`config.mk`:
```
export PLATFORM = sky130hd
export DESIGN_NAME = lock_deadlock_detector
export DESIGN_NICKNAME = d
export VERILOG_FILES = /design/src/sv/ldd_pkg.sv /design/src/sv/lock_deadlock_detector.sv
export SDC_FILE = /design/constraint.sdc
export NUM_CORES = 1
export LEC_CHECK = 0
export BUFFER_PORTS_ARGS = -buffer_cell sky130_fd_sc_hd__clkbuf_2
export CORE_ASPECT_RATIO = 2
export CORE_MARGIN = 2
export CORE_UTILIZATION = 54
export DETAILED_ROUTE_END_ITERATION = 10
export HOLD_SLACK_MARGIN = 0.08
export PLACE_DENSITY = 0.69
export SLEW_MARGIN = 20
export SYNTH_ARGS = -nofsm -noshare
export SYNTH_HDL_FRONTEND = slang
export SYNTH_SLANG_ARGS = --single-unit
```
`constraint.sdc`:
```
create_clock -name clk_i -period 5.35 [get_ports clk_i]
set_input_delay 1.07 -clock clk_i [delete_from_list [all_inputs] [get_ports clk_i]]
set_output_delay 1.07 -clock clk_i [all_outputs]
set_load 0.05 [all_outputs]
```
`src/sv/ldd_pkg.sv`:
```
// ----------------------------------------------------------------------------
// ldd_pkg
// Field widths, command codes and status codes of the lock deadlock detector.
// ----------------------------------------------------------------------------
package ldd_pkg;

  localparam int CMD_W       = 1;
  localparam int THREAD_ID_W = 4;
  localparam int LOCK_ID_W   = 6;
  localparam int STATUS_W    = 2;

  typedef logic [STATUS_W-1:0] status_t;

  localparam logic CMD_LOCK   = 1'b0;
  localparam logic CMD_UNLOCK = 1'b1;

  localparam status_t ST_SUCCESS     = 2'd0;
  localparam status_t ST_OTHER       = 2'd1;
  localparam status_t ST_DEADLOCK    = 2'd2;
  localparam status_t ST_FREE_UNLOCK = 2'd3;

endpackage

```
`src/sv/lock_deadlock_detector.sv`:
```
// ----------------------------------------------------------------------------
// lock_deadlock_detector
// Lock manager: grants and frees locks, records waits and walks the
// wait-for chain to flag deadlock. Holder and wait tables live in two
// synchronous single-read-port memories.
// ----------------------------------------------------------------------------
// After reset the block clears both tables, one entry of each per cycle,
// holding in_stall_o high. Then it takes one word at a time. A word with an
// out-of-range index answers from the accept state; an unlock, a grant or an
// already-waiting request answers after the accept and the table read. A lock
// request on a lock held by another thread walks the chain, each hop being a
// wait-table read followed by a lock-table read, until the chain ends, comes
// back to the requester or reaches its step bound.
// The result word sits in an output register, so a finished word waiting on
// out_stall_i does not hold back the next request.
module lock_deadlock_detector #(
  parameter int NUM_THREADS = 16,
  parameter int NUM_LOCKS   = 64
) (
  input  logic                             clk_i,
  input  logic                             rst_ni,
  input  logic                             in_valid_i,
  output logic                             in_stall_o,
  input  logic [ldd_pkg::CMD_W-1:0]        cmd_i,
  input  logic [ldd_pkg::THREAD_ID_W-1:0]  thread_id_i,
  input  logic [ldd_pkg::LOCK_ID_W-1:0]    lock_id_i,
  output logic                             out_valid_o,
  input  logic                             out_stall_i,
  output logic [ldd_pkg::STATUS_W-1:0]     status_o
);
  import ldd_pkg::*;

  localparam int TW       = $clog2(NUM_THREADS);
  localparam int LW       = $clog2(NUM_LOCKS);
  localparam int LkEntW   = TW + 1;
  localparam int WtEntW   = LW + 1;
  localparam int MaxDepth = (NUM_LOCKS > NUM_THREADS) ? NUM_LOCKS : NUM_THREADS;
  localparam int CW       = $clog2(MaxDepth);

  typedef enum logic [2:0] {
    S_CLEAR,
    S_IDLE,
    S_RD,
    S_WW,
    S_WL,
    S_DONE
  } state_e;

  state_e           state_q, state_d;
  logic [CW-1:0]    clr_cnt_q, clr_cnt_d;
  logic             cmd_q, cmd_d;
  logic [TW-1:0]    req_t_q, req_t_d;
  logic [LW-1:0]    req_m_q, req_m_d;
  logic [TW-1:0]    step_q, step_d;
  status_t          res_q, res_d;
  logic             out_valid_q, out_valid_d;
  status_t          status_q, status_d;

  logic [LkEntW-1:0] lock_mem [NUM_LOCKS];
  logic [WtEntW-1:0] wait_mem [NUM_THREADS];
  logic [LkEntW-1:0] lk_rdata_q;
  logic [WtEntW-1:0] wt_rdata_q;

  logic              lk_we, wt_we;
  logic [LW-1:0]     lk_waddr, lk_raddr;
  logic [TW-1:0]     wt_waddr, wt_raddr;
  logic [LkEntW-1:0] lk_wdata;
  logic [WtEntW-1:0] wt_wdata;

  logic          lk_v, wt_v;
  logic [TW-1:0] lk_h;
  logic [LW-1:0] wt_l;
  logic [TW-1:0] in_t;
  logic [LW-1:0] in_m;
  logic          t_oor, m_oor, out_free, fin;
  status_t       fin_st;

  assign lk_v     = lk_rdata_q[TW];
  assign lk_h     = lk_rdata_q[TW-1:0];
  assign wt_v     = wt_rdata_q[LW];
  assign wt_l     = wt_rdata_q[LW-1:0];
  assign in_t     = TW'(thread_id_i);
  assign in_m     = LW'(lock_id_i);
  assign t_oor    = 32'(thread_id_i) >= NUM_THREADS;
  assign m_oor    = 32'(lock_id_i) >= NUM_LOCKS;
  assign out_free = !out_valid_q || !out_stall_i;

  always_comb begin
    state_d     = state_q;
    clr_cnt_d   = clr_cnt_q;
    cmd_d       = cmd_q;
    req_t_d     = req_t_q;
    req_m_d     = req_m_q;
    step_d      = step_q;
    res_d       = res_q;
    status_d    = status_q;
    out_valid_d = out_valid_q && out_stall_i;
    lk_we       = 1'b0;
    lk_waddr    = req_m_q;
    lk_wdata    = '0;
    wt_we       = 1'b0;
    wt_waddr    = req_t_q;
    wt_wdata    = '0;
    lk_raddr    = in_m;
    wt_raddr    = in_t;
    fin         = 1'b0;
    fin_st      = ST_SUCCESS;
    case (state_q)
      S_CLEAR: begin
        lk_we    = 32'(clr_cnt_q) < NUM_LOCKS;
        lk_waddr = LW'(clr_cnt_q);
        wt_we    = 32'(clr_cnt_q) < NUM_THREADS;
        wt_waddr = TW'(clr_cnt_q);
        if (clr_cnt_q == CW'(MaxDepth - 1)) begin
          state_d = S_IDLE;
        end else begin
          clr_cnt_d = clr_cnt_q + CW'(1);
        end
      end
      S_IDLE: begin
        if (in_valid_i) begin
          cmd_d   = cmd_i;
          req_t_d = in_t;
          req_m_d = in_m;
          if (t_oor || m_oor) begin
            fin    = 1'b1;
            fin_st = (cmd_i == CMD_LOCK) ? ST_OTHER : ST_FREE_UNLOCK;
          end else begin
            state_d = S_RD;
          end
        end
      end
      S_RD: begin
        if (cmd_q == CMD_UNLOCK) begin
          fin = 1'b1;
          if (!lk_v) begin
            fin_st = ST_FREE_UNLOCK;
          end else begin
            lk_we  = 1'b1;
            fin_st = ST_SUCCESS;
          end
        end else if (!lk_v) begin
          lk_we    = 1'b1;
          lk_wdata = {1'b1, req_t_q};
          wt_we    = 1'b1;
          fin      = 1'b1;
          fin_st   = ST_SUCCESS;
        end else if (wt_v && wt_l == req_m_q) begin
          fin    = 1'b1;
          fin_st = ST_OTHER;
        end else begin
          wt_we    = 1'b1;
          wt_wdata = {1'b1, req_m_q};
          if (lk_h == req_t_q) begin
            fin    = 1'b1;
            fin_st = ST_DEADLOCK;
          end else begin
            wt_raddr = lk_h;
            step_d   = TW'(1);
            state_d  = S_WW;
          end
        end
      end
      S_WW: begin
        if (!wt_v) begin
          fin    = 1'b1;
          fin_st = ST_OTHER;
        end else begin
          lk_raddr = wt_l;
          state_d  = S_WL;
        end
      end
      S_WL: begin
        if (!lk_v) begin
          fin    = 1'b1;
          fin_st = ST_OTHER;
        end else if (lk_h == req_t_q) begin
          fin    = 1'b1;
          fin_st = ST_DEADLOCK;
        end else if (step_q == TW'(NUM_THREADS - 1)) begin
          fin    = 1'b1;
          fin_st = ST_OTHER;
        end else begin
          step_d   = step_q + TW'(1);
          wt_raddr = lk_h;
          state_d  = S_WW;
        end
      end
      S_DONE: begin
        fin    = 1'b1;
        fin_st = res_q;
      end
      default: begin
        state_d = S_IDLE;
      end
    endcase
    if (fin) begin
      if (out_free) begin
        out_valid_d = 1'b1;
        status_d    = fin_st;
        state_d     = S_IDLE;
      end else begin
        res_d   = fin_st;
        state_d = S_DONE;
      end
    end
  end

  always_ff @(posedge clk_i) begin
    if (lk_we) begin
      lock_mem[lk_waddr] <= lk_wdata;
    end
    lk_rdata_q <= lock_mem[lk_raddr];
  end

  always_ff @(posedge clk_i) begin
    if (wt_we) begin
      wait_mem[wt_waddr] <= wt_wdata;
    end
    wt_rdata_q <= wait_mem[wt_raddr];
  end

  always_ff @(posedge clk_i or negedge rst_ni) begin
    if (!rst_ni) begin
      state_q     <= S_CLEAR;
      clr_cnt_q   <= '0;
      out_valid_q <= 1'b0;
      cmd_q       <= CMD_LOCK;
      req_t_q     <= '0;
      req_m_q     <= '0;
      step_q      <= '0;
      res_q       <= ST_SUCCESS;
      status_q    <= ST_SUCCESS;
    end else begin
      state_q     <= state_d;
      clr_cnt_q   <= clr_cnt_d;
      out_valid_q <= out_valid_d;
      cmd_q       <= cmd_d;
      req_t_q     <= req_t_d;
      req_m_q     <= req_m_d;
      step_q      <= step_d;
      res_q       <= res_d;
      status_q    <= status_d;
    end
  end

  assign in_stall_o  = state_q != S_IDLE;
  assign out_valid_o = out_valid_q;
  assign status_o    = status_q;

`ifndef NO_ASSERTIONS
  a_done_has_pending_word : assert property (@(posedge clk_i) disable iff (!rst_ni)
    state_q == S_DONE |-> out_valid_q)
    else $error("parked result without a pending output word");

  a_walk_step_bounded : assert property (@(posedge clk_i) disable iff (!rst_ni)
    state_q == S_WL |-> 32'(step_q) < NUM_THREADS)
    else $error("chain walk ran past its step bound");

  a_dual_write_only_on_grant : assert property (@(posedge clk_i) disable iff (!rst_ni)
    lk_we && wt_we |-> state_q == S_CLEAR || (state_q == S_RD && cmd_q == CMD_LOCK))
    else $error("both tables written outside clear or grant");
`endif

endmodule
```
* After elaboration in Yosys (flattened, before gate mapping) *
Memories as Yosys holds them, arrays and structs flattened. A register that Yosys moved wholly into a read port is not among the register bits.
Index checks and enable logic that the tools add are counted.

storage, ports and cells
  register bits = 29
  RAM bits = 432
  input port bits = 15
  output and inout port bits = 4
  word-level logic and storage cells = 130
  memories = 2

memories
  name      words  width  rd ports  clocked after memory_dff  write ports  RTL line                      source
  lock_mem  64     5      1         1                         1            lock_deadlock_detector.sv:59  logic [LkEntW-1:0] lock_mem [NUM_LOCKS];
  wait_mem  16     7      1         1                         1            lock_deadlock_detector.sv:60  logic [WtEntW-1:0] wait_mem [NUM_THREADS];

cells by class
  add/sub/neg operators = 2
  order comparisons = 1
  equal/unequal tests = 28
  multiplexer cells = 73
  bitwise gates (word level) = 2
  reductions and logical operators = 13

operators by type and width
  kind                 count
  $mux 4               15
  $mux 3               12
  $ne 3x3->1 const B   10
  $mux 7               4
  $mux 1               22
  $mux 6               3
  $pmux 3 s6           1
  $ne 2x2->1 const B   8
  $pmux 4 s2           2
  $mux 5               3
  $mux 2               7
  $reduce_and 11->1    1
  $pmux 2 s4           1
  $reduce_and 2->1     4
  $reduce_and 8->1     1
  $add 6x1->6 const B  1
  $eq 3x2->1 const B   2
  $eq 3x3->1 const B   2
  $eq 6x6->1           1
  $eq 6x6->1 const B   1
  $lt 6x5->1 const B   1
  $add 4x1->4 const B  1
  $eq 4x4->1           1
  $eq 4x4->1 const B   1
  10 further kinds     14

* Depth between registers and ports, before layout *
Gate-level depths: netlist of the first run.

  depth in word-level cells = 8
  depth in mapped cells = 11
  gate-level depth less buffers = 8

* Least setup slack after synthesis of the first run *
No wires, ideal clock.

  kind = input port to flip-flop
  from = in lock_id_i[2] (netlist bit)
  to = reg lk_rdata_q[0], read port of lock_mem
  library setup time = 0.071 ns
  data arrival time = 2.697 ns
  data required time = 5.279 ns
  setup slack = 2.582 ns
  stages = 9
  path buffers = 3
  cells stage by stage = mux2_1 > buf_4 > buf_6 > buf_6 > mux2i_1 > mux4_2 > a22oi_1 > nand3_1 > o21ai_1

between the ends
  cells in the longest elaborated chain, start to end = 2

ends and longest elaborated chain
  what             RTL line                       source
  start, declared  lock_deadlock_detector.sv:26   input logic [ldd_pkg::LOCK_ID_W-1:0] lock_id_i,
  $mux 6           lock_deadlock_detector.sv:165  if (!wt_v) begin
  $mux 6 (*)       lock_deadlock_detector.sv:108  case (state_q)
  end, declared    lock_deadlock_detector.sv:61   logic [LkEntW-1:0] lk_rdata_q;

Every way passes the cells marked *; elsewhere a longest branch is shown, timed or not.
A chain may end at the register's enable or synchronous reset.

* Worst setup path after layout of the first run *
  from = reg state_q[0]
  to = reg lk_rdata_q[0], read port of lock_mem

between the ends
  cells in the longest elaborated chain, start to end = 2

ends and longest elaborated chain
  what                    RTL line                       source
  start, declared         lock_deadlock_detector.sv:49   state_e state_q, state_d;
  start signal, assigned  lock_deadlock_detector.sv:235  state_q <= state_d;
  $eq 3x2->1              lock_deadlock_detector.sv:108
  $mux 6                  lock_deadlock_detector.sv:108

Every way passes these cells.

==> results of run 1 <==
power by group:
group,leakage (uW),internal [uW],switching [uW]
logic,0.00246,744,1390
clock network,0.000613,1600,1270
registers,0.00463,4390,276
final timing paths:
check                           slack [ps]  depth (start not counted)       endpoint
worst max-delay path                  1570                          8  lk_rdata_q[0]
worst min-delay path                   500                          1    status_o[0]
worst max register to register        1570                          8  lk_rdata_q[0]
worst min register to register         500                          1    status_o[0]
max in group asynchronous             4240                          1     req_t_q[0]
min in group asynchronous              600                          1       res_q[0]
state kept, by name, indices dropped and copies added, names as in the netlist:
register / cells
clr_cnt_q: 6
cmd_q: 1
lk_rdata_q: 5
lock_mem: 320
out_valid_o: 1
req_m_q: 6
req_t_q: 4
res_q: 2
state_q: 3
status_o: 2
step_q: 4
wait_mem: 112
wt_rdata_q: 7
through the flow:
| stage | cell area [um^2] | total power (uW) | setup slack (ps) |
|---|---|---|---|
| 3_5_place_dp | 20170 | 6866 | 1647 |
| 3_3_place_gp | 20160 | 6813 | 1696 |
| 4_1_cts | 21430 | 9703 | 1628 |
| 6_report | 21440 | 9669 | 1571 |
| 2_1_floorplan | 19570 | 6121 | 2582 |
| 5_1_grt | 21440 | 10020 | 1422 |
cell type report:
class	instances	area [um^2]
fillers	2562	14240
flip-flops and latches	473	13940
multi-input cells	625	5351
clock buffers	45	1008
well taps	450	563.0
repair buffers	39	285.3
clock inverters	23	252.7
inverters	10	37.54
logic make-up (layout without fill, tap and decap cells):
group	count (synthesis)	after routing	share of synthesized area [%]
buffers and inverters	53	117	1.803
DFF	473	473	71.24
muxes	279	279	17.00
adders and majority gates	3	3	0.1919
xor gates and xnor gates	16	16	0.7162
and+or+nand+nor	221	221	5.212
AOI/OAI and AO/OA	106	106	3.837
layer usage:
metal  vias up  part of all wire, %  global-route usage [%]
li1       4593                    -                       -
met1      5195                   33                   23.41
met2       308                   58                   46.17
met3       115                  3.2                   2.449
met4         0                  5.9                   13.32
met5         -                    0                       0
layout by cell type (no fill, tap or decap), types with 9 or more instances in the layout:
master     Yosys  routed
mux2_1        16      15
nand3_1       19      19
nor3_1        11      10
nand2b_1      11      11
mux4_2        41      41
xnor2_1       14      14
mux2i_1      221     218
buf_4          7      18
nand2_1       45      45
inv_1          9       9
clkbuf_2       0      18
o21ai_1       17      17
nor2_1       101     101
clkbuf_16      0      39
dfxtp_1       12      12
a22oi_1       19      19
o22ai_1       15      15
dfrtp_1       29      29
edfxtp_1     432     432
==> qor.yml, run 1 <==
global_routing:
  grt_pass1_wl_um: 65450
  grt_remaining_overflow: 0
  grt_start_max_net_pins: 65
  grt_pass1_vias: 10600
  grt.total_usage_pct: 23.38
  antenna_found_initial: 0
sta:
  setup_viol: 0
  slew_viol_final: 0
  hold_slack_ps: 505.0
  fin_crit_ps: 3779
  fin_setup_tns_ps: 0
  post-route-period-util_pct: 70.63
  finalHoldViolCount: 0
  rsz0062_at_grt: "no"
  worst_pin_slew_ps: 1058
  relSlewSlack_pct: 29.00
  fin_skew_ps: 12.14
  fmax_ghz: 0.2647
synth:
  synth_cell_types: 54
  synth_cells: 1151
  synthFlopType: "edfxtp_1"
  avgSynthCellArea_um2: 17.00
  async_reset_ff_share_pct: 6.131
  syn_area_um2: 19570
  ys_seq_area_share_pct: 71.24
  synth-seq-cells: 473
  netlist.area_leader.share_pct: 66.30
  yosys-top-cells-area: "edfxtp_1, mux2i_1, mux4_2"
  synth_edf_count: 432
  yosysMostFrequentCell: "edfxtp_1"
  synth_common_cells: "edfxtp_1, mux2i_1, nor2_1"
  synth_top_area_cell: "edfxtp_1"
  synth_fp_nets: 1169
  yosys_warnings: 0
clock_network:
  ctsHoldBuffers: 0
  postCtsSetupRepairBufs: 0
  post_cts_resized: 0
  root_buffer: "clkbuf_16"
  clk_pin_slew_ps: 70
  clk_path_buf_depth: 3
  cts_max_level: 2
  cts_sinks: 473
  clk_latency_ps: 550
  cts_buffers: 38
  cts_tree: "yes"
hold_path:
  min_path_type: "flop to flop"
  hold_start: "status_o[0]"
drt:
  wirelength_um: 44050
  drt_drc_violations_left: 0
  drt_iter0_markers: 848
  ant_nets: 0
  vias: 10210
  wl_per_cell_um: 26.46
  dr.pass1.iters: 5
  via_per_inst: 6.133
setup_path:
  max_stage_delay_ps: 790
  crit_start: "state_q[0]"
  path_buf_inv: 1
  cpLargestDelayFamily: "multiplexers"
  start_kind: "flop"
  worstPathArrival_ps: 4250
  worstReg2RegStart: "state_q[0]"
  critical_path.max_fanout: 61
  required_ps: 5820
  criticalPathCategory: "flop to flop"
  cp-end-kind: "flop"
  cp_slowest_cell: "mux2_8"
  cp_cell_sequence: "nand4b_4 -> mux2_8 -> buf_12 -> mux2i_1 -> mux4_2 -> a22oi_1 -> nand3_1 -> o21ai_1"
job:
  maxCapViolations: 0
floorplan:
  die_w_um: 138.6
  initial_utilization_pct: 54.84
  core_um2: 35680
  dieArea_um2: 37870
  die-height_um: 273.2
  rows: 98
  io_pins: 19
cells_and_area:
  layoutNonFillerInstCount: 1665
  n_antenna_cell: 0
  utilization_pct: 60.08
  drive_above_1_share_pct: 12.84
  nets: 1205
  area_growth_pct: 9.560
placement:
  place_congestion: 0.8984
  dp_cells: 1597
  dp_hpwl_um: 30510
  io_buffer_count: 18
pwr:
  p_leak_uw: 0.007700
  p_per_area_nw_per_um2: 451.0
  ir_worst_vdd_mv: 0.2969
status:
  status: "completed"
No activity file was read; power rests on OpenSTA's default activity.
==> run 2, diff against run 1 <==
Clock period 5.35 ns to 3.8 ns, I/O delays scaled along.
==> qor.yml, run 2 (same netlist as run 1, synthesis figures left out) <==
status:
  status: "completed"  # unchanged
clock_network:
  root_buffer: "clkbuf_16"  # unchanged
  cts_max_level: 2  # unchanged
  post_cts_resized: 0  # unchanged
  ctsHoldBuffers: 0  # unchanged
  clk_latency_ps: 560  # was 550 ps
  postCtsSetupRepairBufs: 0  # unchanged
  clk_path_buf_depth: 3  # unchanged
  cts_sinks: 473  # unchanged
  clk_pin_slew_ps: 70  # about the same
  cts_tree: "yes"  # unchanged
  cts_buffers: 40  # was 38
global_routing:
  antenna_found_initial: 0  # unchanged
  grt_pass1_wl_um: 65410  # was 65450 um
  grt_start_max_net_pins: 65  # unchanged
  grt_remaining_overflow: 0  # unchanged
  grt_pass1_vias: 10610  # was 10600
  grt.total_usage_pct: 23.66  # was 23.38%
sta:
  fin_skew_ps: 17.57  # was 12.14 ps
  fin_crit_ps: 3799  # was 3779 ps
  fmax_ghz: 0.2632  # was 0.2647 GHz
  hold_slack_ps: 284.8  # was 505.0 ps
  rsz0062_at_grt: "no"  # unchanged
  post-route-period-util_pct: 99.97  # was 70.63%
  finalHoldViolCount: 0  # unchanged
  setup_viol: 0  # unchanged
  setup_ws_ps: 1.258  # was 1571 ps
  relSlewSlack_pct: 33.55  # was 29.00%
  slew_viol_final: 0  # unchanged
  worst_pin_slew_ps: 996.8  # was 1058 ps
  fin_setup_tns_ps: 0  # unchanged
setup_path:
  worstPathArrival_ps: 4290  # was 4250 ps
  criticalPathCategory: "flop to flop"  # unchanged
  required_ps: 4300  # was 5820 ps
  cp_slowest_cell: "a222oi_1"  # was mux2_8
  cp_cell_sequence: "nand2b_1 -> nor2_1 -> nand2_1 -> o22ai_2 -> mux2i_4 -> buf_12 -> mux2i_1 -> a222oi_1 -> a211o_1"  # was nand4b_4 -> mux2_8 -> buf_12 -> mux2i_1 -> mux4_2 -> a22oi_1 -> nand3_1 -> o21ai_1
  critical_path.max_fanout: 56  # was 61
  start_kind: "flop"  # unchanged
  cp-end-kind: "flop"  # unchanged
  path_buf_inv: 1  # unchanged
  cpLargestDelayFamily: "compound AO/OA/AOI/OAI gates"  # was multiplexers
  max_stage_delay_ps: 910  # was 790 ps
placement:
  place_congestion: 0.9821  # was 0.8984
  dpl_worst_slack_ps: 133.1  # was 1647 ps
  dp_hpwl_um: 30920  # was 30510 um
  postPlaceCellArea_um2: 20330  # was 20170 um^2
  io_buffer_count: 18  # unchanged
drt:
  dr.pass1.iters: 7  # was 5
  wirelength_um: 44230  # was 44050 um
  drt_drc_violations_left: 0  # unchanged
  wl_per_cell_um: 26.22  # was 26.46 um
  ant_nets: 0  # unchanged
  vias: 10100  # was 10210
  drt_iter0_markers: 739  # was 848
  via_per_inst: 5.989  # was 6.133
cells_and_area:
  nets: 1223  # was 1205
  final_common_cell: "edfxtp_1"  # unchanged
  stdcell_area_um2: 21640  # was 21440 um^2
  n_antenna_cell: 0  # unchanged
  largest_reg_flops: 320  # unchanged
  largestRegisters: "lock_mem: 320 flops, wait_mem: 112 flops, wt_rdata_q: 7 flops"  # unchanged
  drive_above_1_share_pct: 13.66  # was 12.84%
  area_growth_pct: 10.59  # was 9.560%
  top_register: "lock_mem"  # unchanged
  most-common-layout-cells: "edfxtp_1, mux2i_1, nor2_1, nand2_1, clkbuf_16"  # was edfxtp_1, mux2i_1, nor2_1, nand2_1, mux4_2
pwr:
  intPower_uw: 9535  # was 6733 uW
  p_per_area_nw_per_um2: 630.1  # was 451.0 nW/um^2
  p_sw_uw: 4099  # was 2936 uW
  p_leak_uw: 0.007817  # was 0.007700 uW
  power_frac_comb_pct: 22.2  # was 22.0%
  ir_worst_vdd_mv: 0.4895  # was 0.2969 mV
  pwr-share-clk_pct: 29.8  # was 29.7%
  seqPwrFrac_pct: 48.0  # was 48.2%
  total_power_uw: 13630  # was 9669 uW
  switching_share_pct: 30.06  # was 30.37%
job:
  maxCapViolations: 0  # unchanged
floorplan:
  initial_utilization_pct: 54.84  # unchanged
  core_um2: 35680  # unchanged
  dieArea_um2: 37870  # unchanged
  die-height_um: 273.2  # unchanged
  rows: 98  # unchanged
  io_pins: 19  # unchanged
  die_w_um: 138.6  # unchanged
hold_path:
  min_path_type: "primary input to async pin"  # was flop to flop
-- run 2: changes by cell type in the layout (fill, tap and decap cells not counted), sizes merged --
cell      before  now
buf           21   37
clkbuf        63   69
clkinv        13   19
bufinv         5    3
clkinvlp       3    1
inv           12   10
-- run 2: stage by stage --
stage	std cells	util [%]
global placement	1613	56.99
finish	1687	60.64
detailed placement	1613	56.99
global route	1687	60.64
CTS	1687	60.64
floorplan	1151	-
-- run 2: area by class of cell --
class,instances,area [um^2]
tap,450,563.0
clock inverter,23,210.2
timing repair buffer,55,455.4
inverter,10,37.54
sequential,473,13940
fill,2537,14040
clock buffer,51,1095
multi-input combinational,625,5339
-- run 2: worst reg2reg max path, cell delays in order, from the launching register on --
cell	delay [ps]
dfrtp_1	540
nand2b_1	270
nor2_1	270
nand2_1	110
o22ai_2	440
mux2i_4	350
buf_12	360
mux2i_1	260
a222oi_1	910
a211o_1	240
-- run 2: power groups by stage --
stage	combinational (uW)	sequential, uW	clock [uW]
3_3_place_gp	2980	6630	0
4_1_cts	3040	6530	4130
3_5_place_dp	3020	6640	0
2_1_floorplan	2100	6520	0
5_1_grt	3240	6590	4330
6_report	3030	6540	4070
-- run 2: path summary, 6_finish.rpt --
check / endpoint / slack [ps] / cells after the start / from
setup / recovery: wt_rdata_q[1] / 1 / 9 / state_q[1]
hold / removal: step_q[3] / 280 / 1 / rst_ni
setup reg to reg: wt_rdata_q[1] / 1 / 9 / state_q[1]
hold reg to reg: status_o[1] / 500 / 1 / status_o[1]
max in group asynchronous: req_m_q[4] / 3010 / 1 / rst_ni
min in group clk_i: cmd_q / 430 / 3 / cmd_i
-- run 2: routing by layer --
| layer | vias to the layer above | wire length [um] | global-route usage [%] |
|---|---|---|---|
| met2 | 282 | 26230 | 48.07 |
| met1 | 5069 | 13780 | 22.19 |
| met3 | 119 | 1485 | 2.572 |
| met4 | 0 | 2729 | 13.91 |
| li1 | 4634 | - | - |
| met5 | - | 0 | 0 |
==> run 3, diff against run 2 <==
Settings changed: CORE_UTILIZATION 54 to 50, PLACE_DENSITY 0.69 to 0.64.
Clock period 3.8 ns to 4 ns, I/O delays scaled along.
==> qor.yml, run 3 (same netlist as run 1, synthesis figures left out) <==
setup_path:
  cp_cell_sequence: "nand2b_1 -> nor2_1 -> nand2_1 -> o22ai_2 -> mux2i_4 -> buf_4 -> mux2i_1 -> a222oi_1 -> a211o_1"  # was nand2b_1 -> nor2_1 -> nand2_1 -> o22ai_2 -> mux2i_4 -> buf_12 -> mux2i_1 -> a222oi_1 -> a211o_1
  rr_endpoint: "wt_rdata_q[2]"  # was wt_rdata_q[1]
  worstPathArrival_ps: 4240  # was 4290 ps
  path_buf_inv: 1  # unchanged
  critical_path.max_fanout: 13  # was 56
  cp_slowest_cell: "a222oi_1"  # unchanged
  required_ps: 4500  # was 4300 ps
  cpLargestDelayFamily: "compound AO/OA/AOI/OAI gates"  # unchanged
  reg2reg_slack_ps: 260  # was 1 ps
  start_kind: "flop"  # unchanged
  cp-end-kind: "flop"  # unchanged
  criticalPathCategory: "flop to flop"  # unchanged
  ff2ff_path_depth: 9  # unchanged
  worstReg2RegStart: "state_q[1]"  # unchanged
  max_stage_delay_ps: 1010  # was 910 ps
global_routing:
  grt.total_usage_pct: 22.47  # was 23.66%
  antenna_found_initial: 0  # unchanged
  grt_pass1_vias: 10520  # was 10610
  grt_remaining_overflow: 0  # unchanged
  grt_start_max_net_pins: 65  # unchanged
  grt_pass1_wl_um: 65900  # was 65410 um
cells_and_area:
  top_register: "lock_mem"  # unchanged
  layoutNonFillerInstCount: 1753  # was 1687
  most-common-layout-cells: "edfxtp_1, mux2i_1, nor2_1, nand2_1, clkbuf_16"  # unchanged
  largest_reg_flops: 320  # unchanged
  final_common_cell: "edfxtp_1"  # unchanged
  drive_above_1_share_pct: 14.36  # was 13.66%
  area_growth_pct: 11.11  # was 10.59%
  stdcell_area_um2: 21740  # was 21640 um^2
  nets: 1222  # was 1223
  largestRegisters: "lock_mem: 320 flops, wait_mem: 112 flops, wt_rdata_q: 7 flops"  # unchanged
  n_antenna_cell: 0  # unchanged
pwr:
  p_sw_uw: 3912  # was 4099 uW
  seqPwrFrac_pct: 47.7  # was 48.0%
  intPower_uw: 9157  # was 9535 uW
  power_frac_comb_pct: 21.8  # was 22.2%
  pwr-share-clk_pct: 30.5  # was 29.8%
  ir_worst_vdd_mv: 0.3145  # was 0.4895 mV
  p_leak_uw: 0.007833  # was 0.007817 uW
  switching_share_pct: 29.94  # was 30.06%
  p_per_area_nw_per_um2: 601.1  # was 630.1 nW/um^2
sta:
  rsz0062_at_grt: "no"  # unchanged
  worst_pin_slew_ps: 1169  # was 996.8 ps
  slew_viol_final: 0  # unchanged
  fin_skew_ps: 15.44  # was 17.57 ps
  fin_setup_tns_ps: 0  # unchanged
  post-route-period-util_pct: 93.52  # was 99.97%
  fin_crit_ps: 3741  # was 3799 ps
  setup_viol: 0  # unchanged
  relSlewSlack_pct: 22.09  # was 33.55%
  finalHoldViolCount: 0  # unchanged
  setup_ws_ps: 259.1  # was 1.258 ps
  fmax_ghz: 0.2673  # was 0.2632 GHz
clock_network:
  post_cts_resized: 0  # unchanged
  cts_max_level: 2  # unchanged
  ctsHoldBuffers: 0  # unchanged
  root_buffer: "clkbuf_16"  # unchanged
  clk_pin_slew_ps: 70  # about the same
  postCtsSetupRepairBufs: 0  # unchanged
  clk_path_buf_depth: 3  # unchanged
  cts_sinks: 473  # unchanged
  cts_buffers: 40  # unchanged
  clk_latency_ps: 560  # about the same
  cts_tree: "yes"  # unchanged
placement:
  dp_cells: 1682  # was 1613
  place_congestion: 0.9638  # was 0.9821
  dp_hpwl_um: 31220  # was 30920 um
  dpl_worst_slack_ps: 435.5  # was 133.1 ps
  postPlaceCellArea_um2: 20390  # was 20330 um^2
  io_buffer_count: 18  # unchanged
drt:
  dr.pass1.iters: 5  # was 7
  vias: 10140  # was 10100
  wl_per_cell_um: 25.67  # was 26.22 um
  drt_iter0_markers: 771  # was 739
  via_per_inst: 5.783  # was 5.989
  drt_drc_violations_left: 0  # unchanged
  wirelength_um: 45010  # was 44230 um
  ant_nets: 0  # unchanged
floorplan:
  initial_utilization_pct: 50.60  # was 54.84%
  dieArea_um2: 40830  # was 37870 um^2
  die-height_um: 283.8  # was 273.2 um
  rows: 102  # was 98
  core_um2: 38670  # was 35680 um^2
  io_pins: 19  # unchanged
  die_w_um: 143.9  # was 138.6 um
hold_path:
  min_path_type: "primary input to async pin"  # unchanged
status:
  status: "completed"  # unchanged
job:
  maxCapViolations: 0  # unchanged
==> run 3: metal layers <==
layer	global-route usage [%]	wire, um
met5	0	0
met4	14.09	3255
met3	2.751	1359
met2	43.21	25850
met1	21.86	14550
==> run 3: power groups by stage <==
stage / registers [uW] / clock network, uW / logic [uW]
2_1_floorplan: 6190 / 0 / 1990
3_3_place_gp: 6320 / 0 / 2820
3_5_place_dp: 6330 / 0 / 2860
4_1_cts: 6230 / 4060 / 2870
5_1_grt: 6270 / 4220 / 3060
6_report: 6230 / 3990 / 2850
==> run 3: worst max-delay path by stage <==
stage / to / cells past startpoint / start / slack [ps]
3_3_place_gp: wt_rdata_q[2] / 9 / lk_rdata_q[3] / 470
3_5_place_dp: wt_rdata_q[2] / 9 / state_q[1] / 440
2_1_floorplan: lk_rdata_q[0] / 9 / lock_id_i[2] / 1500
5_1_grt: wt_rdata_q[2] / 9 / state_q[1] / 60
6_report: wt_rdata_q[2] / 9 / state_q[1] / 260
4_1_cts: wt_rdata_q[2] / 9 / state_q[1] / 400
==> run 3: cell type report <==
| class | instances | area [um^2] |
|---|---|---|
| fill | 2985 | 16930 |
| sequential | 473 | 13940 |
| multi-input combinational | 625 | 5339 |
| clock buffer | 52 | 1169 |
| tap | 520 | 650.6 |
| timing repair buffer | 54 | 422.9 |
| clock inverter | 19 | 183.9 |
| inverter | 10 | 37.54 |
==> run 3: worst register-to-register path: cells and delay by family (launching register included) <==
family,cells,cell delay (ps)
flops,1,550
compound gates,3,1480
mux,2,740
simple gates,3,660
buf+inv,1,270
==> run 3: per-stage QoR <==
stage                     util (%)  hold slack [ps]  power [uW]
after CTS                    56.22            313.5       13150
after global routing         56.22            345.7       13540
final                        56.22            304.7       13070
after floorplan                  -            457.8        8186
after detailed placement     52.72            485.5        9186
after global placement       52.72            479.4        9140
